`src/rtl/core/fasm_pkg.sv`:
```
// shared types and constants for the float32 add/sub/mul unit
`default_nettype none
package fasm_pkg;
   localparam logic [31:0] SIGN_BIT   = 32'h8000_0000;
   localparam logic [31:0] EXP_MASK   = 32'h7f80_0000;
   localparam logic [31:0] FRAC_MASK  = 32'h3fff_ffff;
   localparam logic [31:0] HIDDEN_ONE = 32'h4000_0000;
   localparam logic [31:0] MANT_MASK  = 32'h007f_ffff;
   localparam int EXP_BIAS  = 127;
   localparam int MANT_BITS = 23;

   typedef enum logic [1:0] {
      OP_ADD = 2'd0,
      OP_SUB = 2'd1,
      OP_MUL = 2'd2,
      OP_MUL_ALT = 2'd3
   } op_type;

   // classified item handed from front to back
   typedef struct packed {
      logic        is_mul;
      logic        bypass;
      logic [31:0] bypass_word;
      logic        s1;
      logic        s2;
      logic signed [9:0] e1;
      logic signed [9:0] e2;
      logic [31:0] f1;
      logic [31:0] f2;
   } item_type;

   function automatic logic [31:0] q30_frac(input logic [31:0] w);
      q30_frac = (((w << 9) >> 2) & FRAC_MASK) + HIDDEN_ONE;
   endfunction
endpackage
`default_nettype wire

```
`src/rtl/core/fasm_if.sv`:
```
// valid/ready channel interfaces
`default_nettype none
interface fasm_req_if;
   logic        valid;
   logic        ready;
   logic [1:0]  req_type;
   logic [31:0] operand_a;
   logic [31:0] operand_b;
   modport source (output valid, req_type, operand_a, operand_b, input ready);
   modport sink (input valid, req_type, operand_a, operand_b, output ready);
endinterface

interface fasm_rsp_if;
   logic        valid;
   logic        ready;
   logic [31:0] result_word;
   modport source (output valid, result_word, input ready);
   modport sink (input valid, result_word, output ready);
endinterface
`default_nettype wire

```
`src/rtl/core/float32_add_sub_mul_top.sv`:
```
// top level of the float32 add/sub/mul unit
// a request passes through the front register, a queue entry and back stages 1 and 2 before its result is valid
// throughput: one request per cycle while no stage is stalled by the ready of the stage after it
// front, queue and back each stall on the ready of the stage downstream
// reset: synchronous, active high, clears all valid flags and pointers
`default_nettype none
module float32_add_sub_mul_top import fasm_pkg::*; (
   input  wire logic clock,
   input  wire logic reset,
   fasm_req_if.sink  req,
   fasm_rsp_if.source rsp
);
   item_type fi, qi;
   logic fv, fr, qv, qr;

   fasm_front u_front (.clock, .reset, .req, .item_out(fi), .item_valid(fv),
      .item_ready(fr));
   fasm_queue u_queue (.clock, .reset, .wr_item(fi), .wr_valid(fv), .wr_ready(fr),
      .rd_item(qi), .rd_valid(qv), .rd_ready(qr));
   fasm_back u_back (.clock, .reset, .item(qi), .item_valid(qv), .item_ready(qr),
      .rsp);
endmodule
`default_nettype wire

```
`src/rtl/core/fasm_front.sv`:
```
// front end: accepts requests, unpacks and classifies operands
`default_nettype none
module fasm_front import fasm_pkg::*; (
   input  wire logic  clock,
   input  wire logic  reset,
   fasm_req_if.sink   req,
   output item_type   item_out,
   output logic       item_valid,
   input  wire logic  item_ready
);
   item_type item_ff, item_in;
   logic     valid_ff;
   logic [31:0] b_eff;
   logic za, zb;

   assign req.ready  = !valid_ff || item_ready;
   assign item_out   = item_ff;
   assign item_valid = valid_ff;

   always_comb begin
      b_eff = (req.req_type == OP_SUB) ? (req.operand_b ^ SIGN_BIT) : req.operand_b;
      za = (req.operand_a[30:0] == 31'd0);
      zb = (b_eff[30:0] == 31'd0);
      item_in.is_mul = req.req_type[1];
      item_in.s1 = req.operand_a[31];
      item_in.s2 = b_eff[31];
      item_in.e1 = $signed({2'b00, req.operand_a[30:23]}) - 10'sd127;
      item_in.e2 = $signed({2'b00, b_eff[30:23]}) - 10'sd127;
      item_in.f1 = q30_frac(req.operand_a);
      item_in.f2 = q30_frac(b_eff);
      if (req.req_type[1]) begin
         item_in.bypass = za || zb;
         item_in.bypass_word = 32'd0;
      end else begin
         item_in.bypass = za || zb;
         item_in.bypass_word = za ? b_eff : req.operand_a;
      end
   end

   always_ff @(posedge clock) begin
      if (reset) begin
         valid_ff <= 1'b0;
      end else if (req.ready) begin
         valid_ff <= req.valid;
      end
      if (req.ready && req.valid) begin
         item_ff <= item_in;
      end
   end
endmodule
`default_nettype wire

```
`src/rtl/core/fasm_queue.sv`:
```
// two-entry queue between front and back
`default_nettype none
module fasm_queue import fasm_pkg::*; (
   input  wire logic clock,
   input  wire logic reset,
   input  item_type  wr_item,
   input  wire logic wr_valid,
   output logic      wr_ready,
   output item_type  rd_item,
   output logic      rd_valid,
   input  wire logic rd_ready
);
   item_type mem_ff [2];
   logic     wp_ff, rp_ff;
   logic [1:0] cnt_ff;
   logic wr, rd;

   assign wr_ready = (cnt_ff != 2'd2);
   assign rd_valid = (cnt_ff != 2'd0);
   assign rd_item  = mem_ff[rp_ff];
   assign wr = wr_valid && wr_ready;
   assign rd = rd_valid && rd_ready;

   always_ff @(posedge clock) begin
      if (reset) begin
         wp_ff <= 1'b0;
         rp_ff <= 1'b0;
         cnt_ff <= 2'd0;
      end else begin
         if (wr) wp_ff <= !wp_ff;
         if (rd) rp_ff <= !rp_ff;
         cnt_ff <= cnt_ff + {1'b0, wr} - {1'b0, rd};
      end
      if (wr) mem_ff[wp_ff] <= wr_item;
   end
endmodule
`default_nettype wire

```
`src/rtl/core/fasm_back.sv`:
```
// back end: align, add or multiply, normalize and pack
`default_nettype none
module fasm_back import fasm_pkg::*; (
   input  wire logic clock,
   input  wire logic reset,
   input  item_type  item,
   input  wire logic item_valid,
   output logic      item_ready,
   fasm_rsp_if.source rsp
);
   // stage 1 computes the raw magnitude; stage 2 normalizes and packs
   logic        v1_ff;
   logic        byp_ff;
   logic [31:0] bw_ff, mag_ff, sign_ff;
   logic signed [10:0] e_ff;
   logic        v2_ff;
   logic [31:0] res_ff;
   logic        adv1, adv2;

   logic signed [10:0] de;
   logic [31:0] f1, f2, total, mag_in, sign_in;
   logic signed [10:0] e_in;
   logic [15:0] m1, m2;

   logic [31:0] nm;
   logic signed [10:0] ne;
   logic [4:0] lz;
   logic [31:0] pack_in;

   assign adv2 = !v2_ff || rsp.ready;
   assign adv1 = !v1_ff || adv2;
   assign item_ready = adv1;
   assign rsp.valid = v2_ff;
   assign rsp.result_word = res_ff;

   function automatic logic [31:0] asr(input logic [31:0] x, input logic signed [10:0] n);
      logic [31:0] r;
      if (n <= 0) r = x;
      else if (n >= 32) r = {32{x[31]}};
      else r = 32'($signed(x) >>> n[4:0]);
      asr = r;
   endfunction

   always_comb begin
      f1 = item.s1 ? (32'd0 - item.f1) : item.f1;
      f2 = item.s2 ? (32'd0 - item.f2) : item.f2;
      de = 11'(item.e1) - 11'(item.e2);
      e_in = (item.e1 >= item.e2) ? 11'(item.e1) : 11'(item.e2);
      if (de > 0) f2 = asr(f2, de);
      else if (de < 0) f1 = asr(f1, -de);
      if (item.s1 == item.s2) begin
         f1 = asr(f1, 11'sd1);
         f2 = asr(f2, 11'sd1);
         e_in = e_in + 11'sd1;
      end
      total = f1 + f2;
      sign_in = (item.s1 == item.s2) ? {item.s1, 31'd0} : (total & SIGN_BIT);
      mag_in = sign_in[31] ? (32'd0 - total) : total;
      m1 = item.f1[31:16];
      m2 = item.f2[31:16];
      if (item.is_mul) begin
         mag_in = {16'd0, m1} * {16'd0, m2};
         sign_in = {item.s1 ^ item.s2, 31'd0};
         e_in = 11'(item.e1) + 11'(item.e2) + 11'sd2;
      end
   end

   always_comb begin
      lz = 5'd0;
      for (int i = 30; i >= 0; i--) begin
         if (mag_ff[i] && lz == 5'd0 && !(|(mag_ff[30:0] >> (i + 1)))) lz = 5'(30 - i);
      end
      if (mag_ff[31]) begin
         nm = mag_ff >> 1;
         ne = e_ff + 11'sd1;
      end else begin
         nm = mag_ff << lz;
         ne = e_ff - 11'(lz);
      end
      pack_in = sign_ff + ((nm >> 7) & MANT_MASK)
              + (32'($signed(ne) + 32'sd127) << MANT_BITS);
      if (mag_ff == 32'd0) pack_in = 32'd0;
      if (byp_ff) pack_in = bw_ff;
   end

   always_ff @(posedge clock) begin
      if (reset) begin
         v1_ff <= 1'b0;
         v2_ff <= 1'b0;
      end else begin
         if (adv1) v1_ff <= item_valid;
         if (adv2) v2_ff <= v1_ff;
      end
      if (adv1 && item_valid) begin
         byp_ff <= item.bypass;
         bw_ff <= item.bypass_word;
         mag_ff <= mag_in;
         sign_ff <= sign_in;
         e_ff <= e_in;
      end
      if (adv2 && v1_ff) res_ff <= pack_in;
   end
endmodule
`default_nettype wire

```
`src/flat_wrapper.sv`:
```
// flat-port wrapper written by rule: the top's interface ports become plain ports
module float32_add_sub_mul_top_flat import fasm_pkg::*;
  (clock, reset, req_valid, req_req_type, req_operand_a, req_operand_b, req_ready, rsp_valid, rsp_result_word, rsp_ready);
  fasm_req_if req_i ();
  fasm_rsp_if rsp_i ();
  input  wire logic clock;
  input  wire logic reset;
  input wire logic [$bits(req_i.valid)-1:0] req_valid;
  input wire logic [$bits(req_i.req_type)-1:0] req_req_type;
  input wire logic [$bits(req_i.operand_a)-1:0] req_operand_a;
  input wire logic [$bits(req_i.operand_b)-1:0] req_operand_b;
  output wire logic [$bits(req_i.ready)-1:0] req_ready;
  output wire logic [$bits(rsp_i.valid)-1:0] rsp_valid;
  output wire logic [$bits(rsp_i.result_word)-1:0] rsp_result_word;
  input wire logic [$bits(rsp_i.ready)-1:0] rsp_ready;
  assign req_i.valid = req_valid;
  assign req_i.req_type = req_req_type;
  assign req_i.operand_a = req_operand_a;
  assign req_i.operand_b = req_operand_b;
  assign req_ready = req_i.ready;
  assign rsp_valid = rsp_i.valid;
  assign rsp_result_word = rsp_i.result_word;
  assign rsp_i.ready = rsp_ready;
  float32_add_sub_mul_top u_core (.clock(clock), .reset(reset), .req(req_i), .rsp(rsp_i));
endmodule
```
`config.mk`:
```
export PLATFORM = sky130hd
export DESIGN_NAME = float32_add_sub_mul_top_flat
export DESIGN_NICKNAME = d
export VERILOG_FILES = /design/src/rtl/core/fasm_pkg.sv /design/src/rtl/core/fasm_if.sv /design/src/rtl/core/float32_add_sub_mul_top.sv /design/src/rtl/core/fasm_front.sv /design/src/rtl/core/fasm_queue.sv /design/src/rtl/core/fasm_back.sv /design/src/flat_wrapper.sv
export SDC_FILE = /design/constraint.sdc
export NUM_CORES = 2
export LEC_CHECK = 0
export ABC_AREA = 1
export BUFFER_PORTS_ARGS = -buffer_cell sky130_fd_sc_hd__clkbuf_2
export CAP_MARGIN = 20
export CORE_MARGIN = 5
export CORE_UTILIZATION = 25
export CTS_CLUSTER_DIAMETER = 80
export CTS_CLUSTER_SIZE = 12
export DETAILED_ROUTE_END_ITERATION = 8
export REMOVE_ABC_BUFFERS = 1
export SLEW_MARGIN = 20
export SYNTH_ARGS = -nofsm -noshare
export SYNTH_HDL_FRONTEND = slang
export SYNTH_SLANG_ARGS = --single-unit
```
`constraint.sdc`:
```
create_clock -name clock -period 9.4 [get_ports clock]
set_clock_uncertainty 0.2 [all_clocks]
set_input_delay 0.94 -clock clock [delete_from_list [all_inputs] [get_ports clock]]
set_output_delay 0.94 -clock clock [all_outputs]
set_load 0.005 [all_outputs]
```
==> summary.txt <==
Yosys
  – Synthesis Warnings: 0
  – Primary FF master, synth: edfxtp_1
  – Simple-gate share of the synthesized area: a little over a quarter
  – Sequential fraction of the synthesis area: between 30% and 40%
  – Synth area leader: edfxtp_1
  – Post-Synth XOR/XNOR Area: 2.677%
  – Ranking of synthesized cells by area: edfxtp_1, nand2_1, fa_1
  – #FFs+latches synth: approximately 420
  – Post-synthesis mux area share: less than 1%
  – Async SR Flop Fraction: 0%
  – Synth Instances: between 4000 and 5000
  – Synth Area in Compound Gates: around 11%
  – Post-Syn Area: 35150 um^2
  – Synth top area share: approximately a third
  – Adder-cell share of the synthesized area: around 16%
  – Number of synthesized flops with an enable pin: a little over 400
  – Main combinational cell family by area after synthesis: simple AND/OR/NAND/NOR gates
  – Post-synth cell types: 65
  – Syn_area_per_cell: approximately 7.8 um^2

Detailed routing
  – Vias: 31040
  – DR DRC count: 0
  – Final ANT Viol Nets: 0
  – Router iterations before antenna repair: 6
  – Iter 0 DRT Violations: around 2700
  – Vias per cell: ~4.8
  – Drt wl/cell: roughly 19 um
  – Routed WL: between 100000 and 150000 um

Worst hold path
  – Hold Path Depth: 0
  – WHS Endpoint: u_core.u_queue.mem_ff[0][29]
  – Hold crit path type: reg -> reg
  – Hold Startpoint: u_core.u_front.item_out[29]

Final layout
  – Area Overhead vs Synth: 11.35%
  – Most common cell after layout, fill and taps aside: nand2_1
  – Most frequent cells in the layout: nand2_1, inv_1, edfxtp_1
  – Layout cells sized above 1: roughly 8.3%
  – Final Net Count: 4981
  – Post-route insts no fill: 6448

Place
  – Gpl congestion: slightly below 1
  – Dpl cells: between 6000 and 7000
  – HPWL Detailed: 97040 um
  – IO Port Bufs: slightly above 100

Timing
  – Ratio of final minimum period to clock period: between 90 and 100%
  – Final hold vios: 0
  – Unrepaired setup endpoints after global routing: false
  – Fmax: between 100 and 150 MHz
  – Worst slew margin: between 20% and 30%
  – Least-Margin Pin Slew: 1078 ps
  – Fin. max-slew vios: 0
  – Final setup fails: 0
  – Final min period: between 8000 and 9000 ps

Die
  – Initial Util: roughly a quarter
  – I/O Pins: approximately 100
  – DIE WIDTH: around 380 um
  – Die Y: slightly below 400 um
  – CORE AREA: between 100000 and 150000 um^2
  – # rows: 137
  – Area of the die: around 150000 um^2

Global routing
  – Global-route wire length before repair: 185700 um
  – Largest net degree at the start of global routing: 68
  – GRT overflow: 0
  – Initial antenna violation count: 4
  – GRT Total Usage: between 10% and 20%
  – Vias in the first global route: about 30000

Setup path
  – Crit path top cell by count: nand2_1
  – Crit path capture type: register
  – Critical path type: reg -> reg
  – Reg2reg setup slack: 610 ps
  – Crit path DAT: about 8900 ps
  – Slowest CP cell: fa_1
  – Reg2reg end: u_core.u_back.mag_ff[31]
  – Worst Path Required: roughly 9600 ps
  – Critical Path Fanout Max: 44
  – Worst path max stage delay: around 550 ps
  – Worst Reg2Reg Path Length in Cells: 36
  – CP Launch Type: register

CTS
  – CTS Sinks: 415
  – Clock latency on the worst-skew pair: about 600 ps
  – Number of H-tree levels: 2
  – CTS max path bufs: 3
  – CTS buffer count: 42
  – Root Buffer: clkbuf_16
  – Post-CTS Setup Bufs: 0
  – CTS tree: built
  – CTS clk-pin slew, worst paths: roughly 70 ps

Job
  – Max-cap violations: 0

Outcome
  – Status: finished clean
-- Yosys cell counts (7+ instances only) --
master    number
clkinv_1      12
edfxtp_1     407
inv_1        524
nor4_1        20
nand3_1      293
o21ai_0      265
o21bai_1       7
o211ai_1      35
inv_2         20
nand4_1       54
a31oi_1       21
xor2_1        76
mux2i_1        9
a21o_1         7
o21ai_2       26
dfxtp_1        8
o21ai_1       79
nand2_2       12
nor2_1       364
xnor2_1       24
nor3_1        39
a21oi_1      204
or2_1         19
buf_1         22
ha_1         184
o31ai_1       17
nand2_1     1319
or2_2         39
o22ai_1       11
buf_2         46
buf_4          7
fa_1         171
clkbuf_1     102
-- layer usage --
metal | vias up | track usage [%] | share of wire (%) | wire length [um]
met5 | - | 0 | 0.011 | 13
met4 | 2 | 6.266 | 4.6 | 5643
met3 | 224 | 1.875 | 5.8 | 7155
met1 | 14830 | 21.11 | 43 | 52750
met2 | 1090 | 27.71 | 47 | 57350
li1 | 14900 | - | - | -
-- worst max-delay path by stage --
stage / startpoint / endpoint / slack [ps] / cells past startpoint
after floorplan: register / u_core.u_back.mag_ff[14] / -4340 / 37
after global placement: register / u_core.u_back.mag_ff[31] / 430 / 36
after detailed placement: register / u_core.u_back.mag_ff[31] / 370 / 36
after CTS: register / u_core.u_back.mag_ff[31] / 350 / 36
after global routing: register / u_core.u_back.mag_ff[31] / 20 / 36
final: register / u_core.u_back.mag_ff[31] / 610 / 36
-- cells by family (layout without fill, tap and decap cells) --
| group | Yosys count | count (layout) |
|---|---|---|
| and+or+nand+nor | 2187 | 2187 |
| xor gates and xnor gates | 104 | 104 |
| AOI/OAI and AO/OA | 702 | 702 |
| buffers and inverters | 739 | 798 |
| muxes | 9 | 9 |
| adders and majority gates | 355 | 355 |
| other | 0 | 2 |
| DFF | 415 | 415 |
-- critical path, delay by kind of cell (launching register included) --
kind	cells	cell delay, ps
fa+ha+maj	7	3500
simple gates	16	1930
buf+inv	7	1400
compound gates	6	1110
flops	1	340
-- state kept, by name, indices dropped and copies added (netlist names), 2 cells and up, named ones only --
name                           cells
u_core.u_back.bw_ff               32
u_core.u_back.e_ff                 9
u_core.u_back.mag_ff              32
u_core.u_back.rsp.result_word     32
u_core.u_front.item_out          100
u_core.u_queue.cnt_ff              2
u_core.u_queue.mem_ff            200
-- stage by stage --
step           setup TNS [ps]  hold WS, ps  cell area (um^2)  utilization (%)  setup slack, ps
2_1_floorplan         -129380        221.5             34340                -            -4344
3_3_place_gp                0        221.7             37920            27.17            431.8
3_5_place_dp                0        229.0             37920            27.17            371.2
4_1_cts                     0        219.3             39120            28.04            346.2
5_1_grt                     0        229.8             39130            28.04            24.73
6_report                    0        217.7             39140            28.05            612.1
-- what timing repair did --
item | 4_1_cts | 5_1_grt
resized for setup | 0 | 4
hold endpoints to repair | 0 | 0
hold buffers | 0 | 0
setup endpoints to repair | 0 | 1
-- final cells by class --
class                           count  area [um^2]
Fill cell                       15220       100400
Antenna cell                        2        5.005
Tap cell                         1876         2347
Sequential cell                   415        12390
Clock buffer                       51         1085
Timing Repair Buffer              183         1154
Inverter                          557         2106
Multi-Input combinational cell   3357        19930
Clock inverter                      7        121.4
Power is not shown: default switching activity piles up to over one toggle a cycle in this logic, so the estimate is an artifact.
